$ cat src/rtl/sckx_pkg.sv
// ----------------------------------------------------------------------------
// sckx_pkg
// Shared types, constants and SHA-256 helper functions for the keystream unit.
// ----------------------------------------------------------------------------
package sckx_pkg;

    localparam int KEY_WORDS    = 4;
    localparam int CFG_IDX_W    = 3;
    localparam int CFG_DATA_W   = 64;
    localparam int KS_WORDS     = 8;
    localparam int KS_ADDR_W    = 3;
    localparam int POS_W        = 5;
    localparam int ROUNDS_W     = 6;
    localparam logic [31:0] MSG_BITS = 32'd288;
    localparam logic [31:0] PAD_WORD = 32'h8000_0000;

    // Register indexes on the configuration port.
    localparam logic [CFG_IDX_W-1:0] REG_KEY_0 = 3'd0;
    localparam logic [CFG_IDX_W-1:0] REG_KEY_1 = 3'd1;
    localparam logic [CFG_IDX_W-1:0] REG_KEY_2 = 3'd2;
    localparam logic [CFG_IDX_W-1:0] REG_KEY_3 = 3'd3;

    typedef struct packed {
        logic [7:0] data_byte;
        logic       is_last;
    } in_word_t;

    typedef struct packed {
        logic [7:0] out_byte;
        logic       out_last;
    } out_word_t;

    // Control from the sequencer to the compression unit.
    typedef struct packed {
        logic                 start;
        logic [KS_ADDR_W-1:0] word_sel;
    } cmp_ctl_t;

    // Status from the compression unit.
    typedef struct packed {
        logic busy;
        logic done;
    } cmp_stat_t;

    function automatic logic [31:0] init_h(input logic [KS_ADDR_W-1:0] idx);
        logic [31:0] h;
        case (idx)
            3'd0:    h = 32'h6a09e667;
            3'd1:    h = 32'hbb67ae85;
            3'd2:    h = 32'h3c6ef372;
            3'd3:    h = 32'ha54ff53a;
            3'd4:    h = 32'h510e527f;
            3'd5:    h = 32'h9b05688c;
            3'd6:    h = 32'h1f83d9ab;
            default: h = 32'h5be0cd19;
        endcase
        return h;
    endfunction

    function automatic logic [31:0] round_k(input logic [ROUNDS_W-1:0] idx);
        logic [31:0] k;
        case (idx)
            6'd0:  k = 32'h428a2f98; 6'd1:  k = 32'h71374491;
            6'd2:  k = 32'hb5c0fbcf; 6'd3:  k = 32'he9b5dba5;
            6'd4:  k = 32'h3956c25b; 6'd5:  k = 32'h59f111f1;
            6'd6:  k = 32'h923f82a4; 6'd7:  k = 32'hab1c5ed5;
            6'd8:  k = 32'hd807aa98; 6'd9:  k = 32'h12835b01;
            6'd10: k = 32'h243185be; 6'd11: k = 32'h550c7dc3;
            6'd12: k = 32'h72be5d74; 6'd13: k = 32'h80deb1fe;
            6'd14: k = 32'h9bdc06a7; 6'd15: k = 32'hc19bf174;
            6'd16: k = 32'he49b69c1; 6'd17: k = 32'hefbe4786;
            6'd18: k = 32'h0fc19dc6; 6'd19: k = 32'h240ca1cc;
            6'd20: k = 32'h2de92c6f; 6'd21: k = 32'h4a7484aa;
            6'd22: k = 32'h5cb0a9dc; 6'd23: k = 32'h76f988da;
            6'd24: k = 32'h983e5152; 6'd25: k = 32'ha831c66d;
            6'd26: k = 32'hb00327c8; 6'd27: k = 32'hbf597fc7;
            6'd28: k = 32'hc6e00bf3; 6'd29: k = 32'hd5a79147;
            6'd30: k = 32'h06ca6351; 6'd31: k = 32'h14292967;
            6'd32: k = 32'h27b70a85; 6'd33: k = 32'h2e1b2138;
            6'd34: k = 32'h4d2c6dfc; 6'd35: k = 32'h53380d13;
            6'd36: k = 32'h650a7354; 6'd37: k = 32'h766a0abb;
            6'd38: k = 32'h81c2c92e; 6'd39: k = 32'h92722c85;
            6'd40: k = 32'ha2bfe8a1; 6'd41: k = 32'ha81a664b;
            6'd42: k = 32'hc24b8b70; 6'd43: k = 32'hc76c51a3;
            6'd44: k = 32'hd192e819; 6'd45: k = 32'hd6990624;
            6'd46: k = 32'hf40e3585; 6'd47: k = 32'h106aa070;
            6'd48: k = 32'h19a4c116; 6'd49: k = 32'h1e376c08;
            6'd50: k = 32'h2748774c; 6'd51: k = 32'h34b0bcb5;
            6'd52: k = 32'h391c0cb3; 6'd53: k = 32'h4ed8aa4a;
            6'd54: k = 32'h5b9cca4f; 6'd55: k = 32'h682e6ff3;
            6'd56: k = 32'h748f82ee; 6'd57: k = 32'h78a5636f;
            6'd58: k = 32'h84c87814; 6'd59: k = 32'h8cc70208;
            6'd60: k = 32'h90befffa; 6'd61: k = 32'ha4506ceb;
            6'd62: k = 32'hbef9a3f7;
            default: k = 32'hc67178f2;
        endcase
        return k;
    endfunction

    function automatic logic [31:0] rotr(input logic [31:0] x, input int n);
        return (x >> n) | (x << (32 - n));
    endfunction

endpackage

$ cat src/rtl/sckx_ks_mem.sv
// ----------------------------------------------------------------------------
// sckx_ks_mem
// Keystream block store: one write port, one read port, registered read data.
// ----------------------------------------------------------------------------
module sckx_ks_mem (
    input  logic                          clk,
    input  logic                          we,
    input  logic [sckx_pkg::KS_ADDR_W-1:0] waddr,
    input  logic [31:0]                   wdata,
    input  logic [sckx_pkg::KS_ADDR_W-1:0] raddr,
    output logic [31:0]                   rdata
);
    import sckx_pkg::*;

    logic [31:0] mem [KS_WORDS];

    // Write port.
    always_ff @(posedge clk)
    begin
        if (we)
        begin
            mem[waddr] <= wdata;
        end
    end

    // Read port; the read data is registered.
    always_ff @(posedge clk)
    begin
        rdata <= mem[raddr];
    end

endmodule

$ cat src/rtl/sckx_compress.sv
// ----------------------------------------------------------------------------
// sckx_compress
// One SHA-256 compression of key and counter, one round per cycle.
// ----------------------------------------------------------------------------
module sckx_compress (
    input  logic                clk,
    input  logic                rst_n,
    input  sckx_pkg::cmp_ctl_t  ctl,
    input  logic [255:0]        key,
    input  logic [31:0]         counter,
    output sckx_pkg::cmp_stat_t stat,
    output logic [31:0]         digest_word
);
    import sckx_pkg::*;

    logic                busy_reg, busy_next;
    logic                done_reg, done_next;
    logic [ROUNDS_W-1:0] round_reg, round_next;
    logic [31:0]         v_reg [8];
    logic [31:0]         v_next [8];
    logic [31:0]         w_reg [16];
    logic [31:0]         w_next [16];
    logic [31:0]         t1, t2, w_new, s0, s1;

    // Round logic and message schedule window.
    always_comb
    begin
        s0 = rotr(w_reg[1], 7) ^ rotr(w_reg[1], 18) ^ (w_reg[1] >> 3);
        s1 = rotr(w_reg[14], 17) ^ rotr(w_reg[14], 19) ^ (w_reg[14] >> 10);
        w_new = w_reg[0] + s0 + w_reg[9] + s1;
        t1 = v_reg[7] + (rotr(v_reg[4], 6) ^ rotr(v_reg[4], 11) ^ rotr(v_reg[4], 25))
           + ((v_reg[4] & v_reg[5]) ^ (~v_reg[4] & v_reg[6]))
           + round_k(round_reg) + w_reg[0];
        t2 = (rotr(v_reg[0], 2) ^ rotr(v_reg[0], 13) ^ rotr(v_reg[0], 22))
           + ((v_reg[0] & v_reg[1]) ^ (v_reg[0] & v_reg[2]) ^ (v_reg[1] & v_reg[2]));

        busy_next  = busy_reg;
        done_next  = 1'b0;
        round_next = round_reg;
        v_next     = v_reg;
        w_next     = w_reg;

        if (ctl.start)
        begin
            busy_next  = 1'b1;
            round_next = '0;
            for (int i = 0; i < 8; i++)
            begin
                v_next[i] = init_h(KS_ADDR_W'(i));
                w_next[i] = key[255 - 32*i -: 32];
            end
            w_next[8]  = {counter[7:0], counter[15:8], counter[23:16], counter[31:24]};
            w_next[9]  = PAD_WORD;
            for (int i = 10; i < 15; i++)
            begin
                w_next[i] = '0;
            end
            w_next[15] = MSG_BITS;
        end
        else if (busy_reg)
        begin
            for (int i = 0; i < 15; i++)
            begin
                w_next[i] = w_reg[i+1];
            end
            w_next[15] = w_new;
            v_next[7] = v_reg[6];
            v_next[6] = v_reg[5];
            v_next[5] = v_reg[4];
            v_next[4] = v_reg[3] + t1;
            v_next[3] = v_reg[2];
            v_next[2] = v_reg[1];
            v_next[1] = v_reg[0];
            v_next[0] = t1 + t2;
            round_next = round_reg + 1'b1;
            if (round_reg == ROUNDS_W'(63))
            begin
                busy_next = 1'b0;
                done_next = 1'b1;
            end
        end
    end

    // Control registers.
    always_ff @(posedge clk or negedge rst_n)
    begin
        if (!rst_n)
        begin
            busy_reg  <= 1'b0;
            done_reg  <= 1'b0;
            round_reg <= '0;
        end
        else
        begin
            busy_reg  <= busy_next;
            done_reg  <= done_next;
            round_reg <= round_next;
        end
    end

    // Working words and schedule window.
    always_ff @(posedge clk)
    begin
        v_reg <= v_next;
        w_reg <= w_next;
    end

    // Final digest word for the selected position.
    assign digest_word = init_h(ctl.word_sel) + v_reg[ctl.word_sel];
    assign stat.busy   = busy_reg;
    assign stat.done   = done_reg;

endmodule

$ cat src/rtl/sha256_counter_keystream_xor_unit.sv
// Each accepted byte passes through ST_READ and ST_DATA, where the result is registered
// once the output register is free. At the first byte of each 32-byte block the sequencer
// first waits in ST_HASH for the 64 compression rounds and the done flag, then makes
// 8 store writes in ST_FILL. No new byte is taken until the current one leaves ST_DATA;
// the single round unit sets the block cost.
// Reset clears position, counter, key registers and handshake state.
// ----------------------------------------------------------------------------
// sha256_counter_keystream_xor_unit
// XORs a byte stream with a SHA-256 counter-mode keystream.
// ----------------------------------------------------------------------------
module sha256_counter_keystream_xor_unit (
    input  logic                                clk,
    input  logic                                rst_n,
    input  logic                                cfg_we,
    input  logic [sckx_pkg::CFG_IDX_W-1:0]      cfg_index,
    input  logic [sckx_pkg::CFG_DATA_W-1:0]     cfg_data,
    input  logic                                in_valid,
    output logic                                in_stall,
    input  sckx_pkg::in_word_t                  in_word,
    output logic                                out_valid,
    input  logic                                out_stall,
    output sckx_pkg::out_word_t                 out_word
);
    import sckx_pkg::*;

    typedef enum logic [4:0] {
        ST_IDLE = 5'b00001,
        ST_HASH = 5'b00010,
        ST_FILL = 5'b00100,
        ST_READ = 5'b01000,
        ST_DATA = 5'b10000
    } state_t;

    state_t               state_reg, state_next;
    logic [CFG_DATA_W-1:0] key_reg [KEY_WORDS];
    logic [POS_W-1:0]     pos_reg, pos_next;
    logic [31:0]          ctr_reg, ctr_next;
    logic [KS_ADDR_W-1:0] fill_reg, fill_next;
    in_word_t             hold_reg, hold_next;
    logic                 out_valid_reg, out_valid_next;
    out_word_t            out_word_reg, out_word_next;
    cmp_ctl_t             cmp_ctl;
    cmp_stat_t            cmp_stat;
    logic [31:0]          digest_word;
    logic [31:0]          rd_data;
    logic [7:0]           ks_byte;
    logic                 in_take, out_take;

    assign in_take  = in_valid && !in_stall;
    assign out_take = out_valid_reg && !out_stall;

    // Key registers.
    always_ff @(posedge clk or negedge rst_n)
    begin
        if (!rst_n)
        begin
            for (int i = 0; i < KEY_WORDS; i++)
            begin
                key_reg[i] <= '0;
            end
        end
        else if (cfg_we)
        begin
            case (cfg_index)
                REG_KEY_0: key_reg[0] <= cfg_data;
                REG_KEY_1: key_reg[1] <= cfg_data;
                REG_KEY_2: key_reg[2] <= cfg_data;
                REG_KEY_3: key_reg[3] <= cfg_data;
                default:   ;
            endcase
        end
    end

    sckx_compress u_compress (
        .clk         (clk),
        .rst_n       (rst_n),
        .ctl         (cmp_ctl),
        .key         ({key_reg[0], key_reg[1], key_reg[2], key_reg[3]}),
        .counter     (ctr_reg),
        .stat        (cmp_stat),
        .digest_word (digest_word)
    );

    sckx_ks_mem u_ks_mem (
        .clk   (clk),
        .we    (state_reg == ST_FILL),
        .waddr (fill_reg),
        .wdata (digest_word),
        .raddr (pos_reg[POS_W-1:2]),
        .rdata (rd_data)
    );

    // Byte select, first byte in the most significant lane.
    always_comb
    begin
        case (pos_reg[1:0])
            2'd0:    ks_byte = rd_data[31:24];
            2'd1:    ks_byte = rd_data[23:16];
            2'd2:    ks_byte = rd_data[15:8];
            default: ks_byte = rd_data[7:0];
        endcase
    end

    // Sequencer.
    always_comb
    begin
        state_next     = state_reg;
        pos_next       = pos_reg;
        ctr_next       = ctr_reg;
        fill_next      = fill_reg;
        hold_next      = hold_reg;
        out_valid_next = out_valid_reg;
        out_word_next  = out_word_reg;
        cmp_ctl.start    = 1'b0;
        cmp_ctl.word_sel = fill_reg;

        if (out_take)
        begin
            out_valid_next = 1'b0;
        end

        case (state_reg)
            ST_IDLE:
            begin
                if (in_take)
                begin
                    hold_next = in_word;
                    if (pos_reg == '0)
                    begin
                        cmp_ctl.start = 1'b1;
                        state_next    = ST_HASH;
                    end
                    else
                    begin
                        state_next = ST_READ;
                    end
                end
            end
            ST_HASH:
            begin
                fill_next = '0;
                if (cmp_stat.done)
                begin
                    state_next = ST_FILL;
                end
            end
            ST_FILL:
            begin
                fill_next = fill_reg + 1'b1;
                if (fill_reg == KS_ADDR_W'(KS_WORDS - 1))
                begin
                    state_next = ST_READ;
                end
            end
            ST_READ:
            begin
                state_next = ST_DATA;
            end
            ST_DATA:
            begin
                if (!out_valid_reg || !out_stall)
                begin
                    out_valid_next         = 1'b1;
                    out_word_next.out_byte = hold_reg.data_byte ^ ks_byte;
                    out_word_next.out_last = hold_reg.is_last;
                    if (hold_reg.is_last)
                    begin
                        pos_next = '0;
                        ctr_next = '0;
                    end
                    else
                    begin
                        pos_next = pos_reg + 1'b1;
                        if (pos_reg == '1)
                        begin
                            ctr_next = ctr_reg + 1'b1;
                        end
                    end
                    state_next = ST_IDLE;
                end
            end
            default:
            begin
                state_next = ST_IDLE;
            end
        endcase
    end

    // Control state.
    always_ff @(posedge clk or negedge rst_n)
    begin
        if (!rst_n)
        begin
            state_reg     <= ST_IDLE;
            pos_reg       <= '0;
            ctr_reg       <= '0;
            fill_reg      <= '0;
            out_valid_reg <= 1'b0;
        end
        else
        begin
            state_reg     <= state_next;
            pos_reg       <= pos_next;
            ctr_reg       <= ctr_next;
            fill_reg      <= fill_next;
            out_valid_reg <= out_valid_next;
        end
    end

    // Payload registers.
    always_ff @(posedge clk)
    begin
        hold_reg     <= hold_next;
        out_word_reg <= out_word_next;
    end

    assign in_stall  = (state_reg != ST_IDLE);
    assign out_valid = out_valid_reg;
    assign out_word  = out_word_reg;

    // A compression ends only while the sequencer waits for it.
    a_done_in_hash: assert property (@(posedge clk) disable iff (!rst_n)
        cmp_stat.done |-> state_reg == ST_HASH)
        else $error("compression finished outside of hash wait");

    // A word in the middle of a block skips the compression.
    a_mid_block_read: assert property (@(posedge clk) disable iff (!rst_n)
        in_take && pos_reg != '0 |=> state_reg == ST_READ)
        else $error("mid-block word did not go to the store read");

    // A new result is produced only from the data state.
    a_result_from_data: assert property (@(posedge clk) disable iff (!rst_n)
        $rose(out_valid_reg) |-> $past(state_reg) == ST_DATA)
        else $error("result raised outside the data state");

    // The round unit is idle whenever new words are taken.
    a_idle_unit: assert property (@(posedge clk) disable iff (!rst_n)
        in_take |-> !cmp_stat.busy)
        else $error("word accepted while compression busy");

endmodule

$ cat config.mk
export PLATFORM = sky130hd
export DESIGN_NAME = sha256_counter_keystream_xor_unit
export DESIGN_NICKNAME = d
export VERILOG_FILES = /design/src/rtl/sckx_pkg.sv /design/src/rtl/sckx_ks_mem.sv /design/src/rtl/sckx_compress.sv /design/src/rtl/sha256_counter_keystream_xor_unit.sv
export SDC_FILE = /design/constraint.sdc
export NUM_CORES = 2
export LEC_CHECK = 0
export ABC_AREA = 1
export ABC_CLOCK_PERIOD_IN_PS = 17500
export BUFFER_PORTS_ARGS = -buffer_cell sky130_fd_sc_hd__buf_2
export CAP_MARGIN = 20
export CORE_MARGIN = 4
export CORE_UTILIZATION = 40
export DETAILED_ROUTE_END_ITERATION = 16
export PLACE_DENSITY = 0.57
export RECOVER_POWER = 50
export SYNTH_ARGS = -nofsm -noshare
export SYNTH_HDL_FRONTEND = slang
export SYNTH_SLANG_ARGS = --single-unit
export TNS_END_PERCENT = 100
$ cat constraint.sdc
create_clock -name clk -period 17.5 [get_ports clk]
set_clock_uncertainty 0.2 [all_clocks]
set_input_delay 0.875 -clock clk [delete_from_list [all_inputs] [get_ports clk]]
set_output_delay 0.875 -clock clk [all_outputs]
set_load 0.05 [all_outputs]
==> metrics.txt <==
Fmax=0.0843 GHz; standard-cell row count=155; ordered cell list for the critical path=clkinvlp_2, nand3_1, nor2_1, clkinv_1, nor3_1, nor2_1, clkbuf_1, clkbuf_1, a22oi_1; transition time at the pin with the least slew margin=6.43 ns; net count after synthesis=8377; setup violators final=0; outcome=finished with violations; worst hold path type=input pin to flip-flop; Slew Viols, Final=1745; vias in the first global route=55600; weighted congestion reported at the end of routability-driven placement=0.997; Top Family by Delay on Critical Path=buffers and inverters; CP max stage cell=sky130_fd_sc_hd__clkbuf_1; critical path buffer and inverter count=4; vertical die dimension=431 um; width of the die=431 um; RSZ-0062 raised after global routing=no; commonest non-fill, non-tap cell in the layout=sky130_fd_sc_hd__inv_1; area inside the core boundary=178000 um2; clock tree from TritonCTS=yes; total via count after detailed routing=57500; via-per-instance ratio=5.58; clock slew at reported path FFs=0.06 ns; buffer type at the clock tree root=sky130_fd_sc_hd__clkbuf_16; TritonCTS Buffers=153; starting density of the core=40.2%; number of filler instances in the final layout=17500; area share of the largest cell type after synthesis=23.6%; Max Cap Viol=35; number of setup buffers added after CTS=0; mean post-synth cell area=9.04 um2; violations in the final reports=max-capacitance violations, max-slew violations; wire per inst=24.9 um; number of hold violations in the final report=0; largest area contributor in the netlist=sky130_fd_sc_hd__edfxtp_1; commonest cells after routing, fill and taps aside=1142 x sky130_fd_sc_hd__inv_1, 1060 x sky130_fd_sc_hd__nand2_1, 802 x sky130_fd_sc_hd__o21ai_0; All-Layer GR Usage=27.0%; portion of the clock cycle consumed by the worst path in the final layout=67.8%; number of cells upsized or downsized after cts=0; largest stage delay on the critical path=2.89 ns; worst slew slack as a fraction of its limit=-329%; Initial DRC Count=5669; 1st-pass router iterations=6; Max clock buf depth=3; total standard cell area after synthesis=71600 um2; net count reported at finish=8280; flip-flop count of the largest register after layout=512; flip-flop cell with the highest count after synthesis=sky130_fd_sc_hd__edfxtp_1; CP Max Fanout=68; critical setup path kind=flip-flop to flip-flop; setup_tns=0 ns; Period minus WS final=11.86 ns; count of boundary I/O pins=92; post-synthesis sequential area ratio=48.7%; endpoint class of the critical path=flip-flop; number of flops mapped to enable cells by yosys=562; drc violations=0; Arr. time, crit path=12.14 ns; pin count of the biggest net entering global routing=171; Clock H-tree levels=4; Sinks on Clock Net=1384; FF+latch count, synth=1384; Critical Path Start Type=flip-flop; source-to-sink clock delay at the later pin of the worst-skew pair=0.80 ns; initial antenna violation count=2; synthesized instance count=7923; full die area=186000 um2; post-detailed-route count of antenna-violating nets=0; Synth warnings=0; Port Buffer Count=91; final wirelength=257 mm; remaining global-route overflow=0; wire length of the first global-routing pass=376 mm; WP data required=17.78 ns; fraction of layout instances using a drive strength above 1=4.98%; cell types with the largest area share after synthesis=sky130_fd_sc_hd__edfxtp_1 24%, sky130_fd_sc_hd__dfxtp_1 14%, sky130_fd_sc_hd__dfrtp_1 11%; share of flip-flops with an asynchronous set or reset after synthesis=22.4%; n_diodes=0; post-synthesis cell type count=56; signed area change from the synthesized netlist to the final layout=10.1%; hpwl dp=186 mm
==> final cells by class <==
cell class / count / area, um2 / share of cell area (%)
clock buffer: 227 / 4400 / 5.58
clock inverter: 55 / 587 / 0.744
inverter: 1154 / 4350 / 5.51
multi-input combinational: 4964 / 30700 / 39.0
sequential: 1384 / 34900 / 44.2
tap: 2355 / 2950 / 3.74
timing repair buffer: 169 / 961 / 1.22
==> path summary, 6_finish.rpt <==
path	startpoint	endpoint	slack (ns)	cells past startpoint
setup reg to reg	pos_reg[2]	u_compress.w_reg[8]	5.64	9
hold reg to reg	u_compress.w_reg[29]	u_compress.w_reg[61]	0.23	2
min in group asynchronous	rst_n	key_reg[49]	2.82	2
hold / removal	in_word[6]	hold_reg[6]	0.07	1
max in group asynchronous	rst_n	u_compress.busy_reg	6.53	4
setup / recovery	pos_reg[2]	u_compress.w_reg[8]	5.64	9
==> repair_timing <==
action	CTS	global route
endpoints found under the hold margin	45	0
setup endpoints to repair	0	0
hold buffers	2	0
==> cells in the mapped netlist, types with 6 or more instances <==
cell type and number:
sky130_fd_sc_hd__edfxtp_1 562, sky130_fd_sc_hd__o211ai_1 40, sky130_fd_sc_hd__nor3_1 78, sky130_fd_sc_hd__xnor2_1 157
sky130_fd_sc_hd__a21oi_1 470, sky130_fd_sc_hd__fa_1 188, sky130_fd_sc_hd__buf_2 112, sky130_fd_sc_hd__o22ai_1 339
sky130_fd_sc_hd__clkbuf_1 280, sky130_fd_sc_hd__a211oi_1 13, sky130_fd_sc_hd__nand3_1 198, sky130_fd_sc_hd__o21ai_0 801
sky130_fd_sc_hd__dfxtp_1 512, sky130_fd_sc_hd__nor4_1 13, sky130_fd_sc_hd__inv_1 1141, sky130_fd_sc_hd__inv_2 10
sky130_fd_sc_hd__o31ai_1 12, sky130_fd_sc_hd__a21o_1 15, sky130_fd_sc_hd__nand2_1 1060, sky130_fd_sc_hd__a21boi_0 7
sky130_fd_sc_hd__o21a_1 8, sky130_fd_sc_hd__a221oi_1 11, sky130_fd_sc_hd__or2_2 11, sky130_fd_sc_hd__xor2_1 199
sky130_fd_sc_hd__ha_1 185, sky130_fd_sc_hd__a22o_1 247, sky130_fd_sc_hd__o21ai_1 7, sky130_fd_sc_hd__nor3b_1 7
sky130_fd_sc_hd__a31oi_1 51, sky130_fd_sc_hd__o2111ai_1 6, sky130_fd_sc_hd__a22oi_1 95, sky130_fd_sc_hd__nand4_1 84
sky130_fd_sc_hd__nor2_1 587, sky130_fd_sc_hd__o21bai_1 22, sky130_fd_sc_hd__dfrtp_1 309, sky130_fd_sc_hd__a32o_1 10
sky130_fd_sc_hd__buf_1 28
==> routing by layer <==
| layer | vias to the layer above | global-route usage [%] | routed length, um |
|---|---|---|---|
| li1 | 26600 | - | - |
| met1 | 28300 | 36.8 | 112000 |
| met2 | 2021 | 42.8 | 117000 |
| met3 | 485 | 3.70 | 14900 |
| met4 | 0 | 12.7 | 13600 |
| met5 | - | 0 | 0 |
==> through the flow <==
step | hold slack (ns) | cells | cell area [um2] | worst slack, ns | util [%]
floorplan | 0.218 | 7923 | 71600 | 10.36 | -
global placement | 0.235 | 10000 | 74100 | 8.16 | 41.6
detailed placement | 0.239 | 10000 | 74100 | 8.30 | 41.6
CTS | 0.0000288 | 10300 | 79100 | 8.27 | 44.4
global route | 0.0227 | 10300 | 78900 | 4.21 | 44.3
finish | 0.0674 | 10300 | 78900 | 5.64 | 44.3
==> cell families (layout without fill, tap and decap cells) <==
family                     Yosys count  in the layout  share of synthesized area [%]
DFF                               1384           1384                           48.7
xor gates and xnor gates           356            356                           4.35
AOI/OAI and AO/OA                 2182           2182                           18.3
buffers and inverters             1575           1605                           8.45
and+or+nand+nor                   2053           2053                           11.7
adders and majority gates          373            373                           8.48
Power is left out: the tool's default activity adds up to more than one toggle a clock period on the data nets, which glitch-free logic cannot reach.
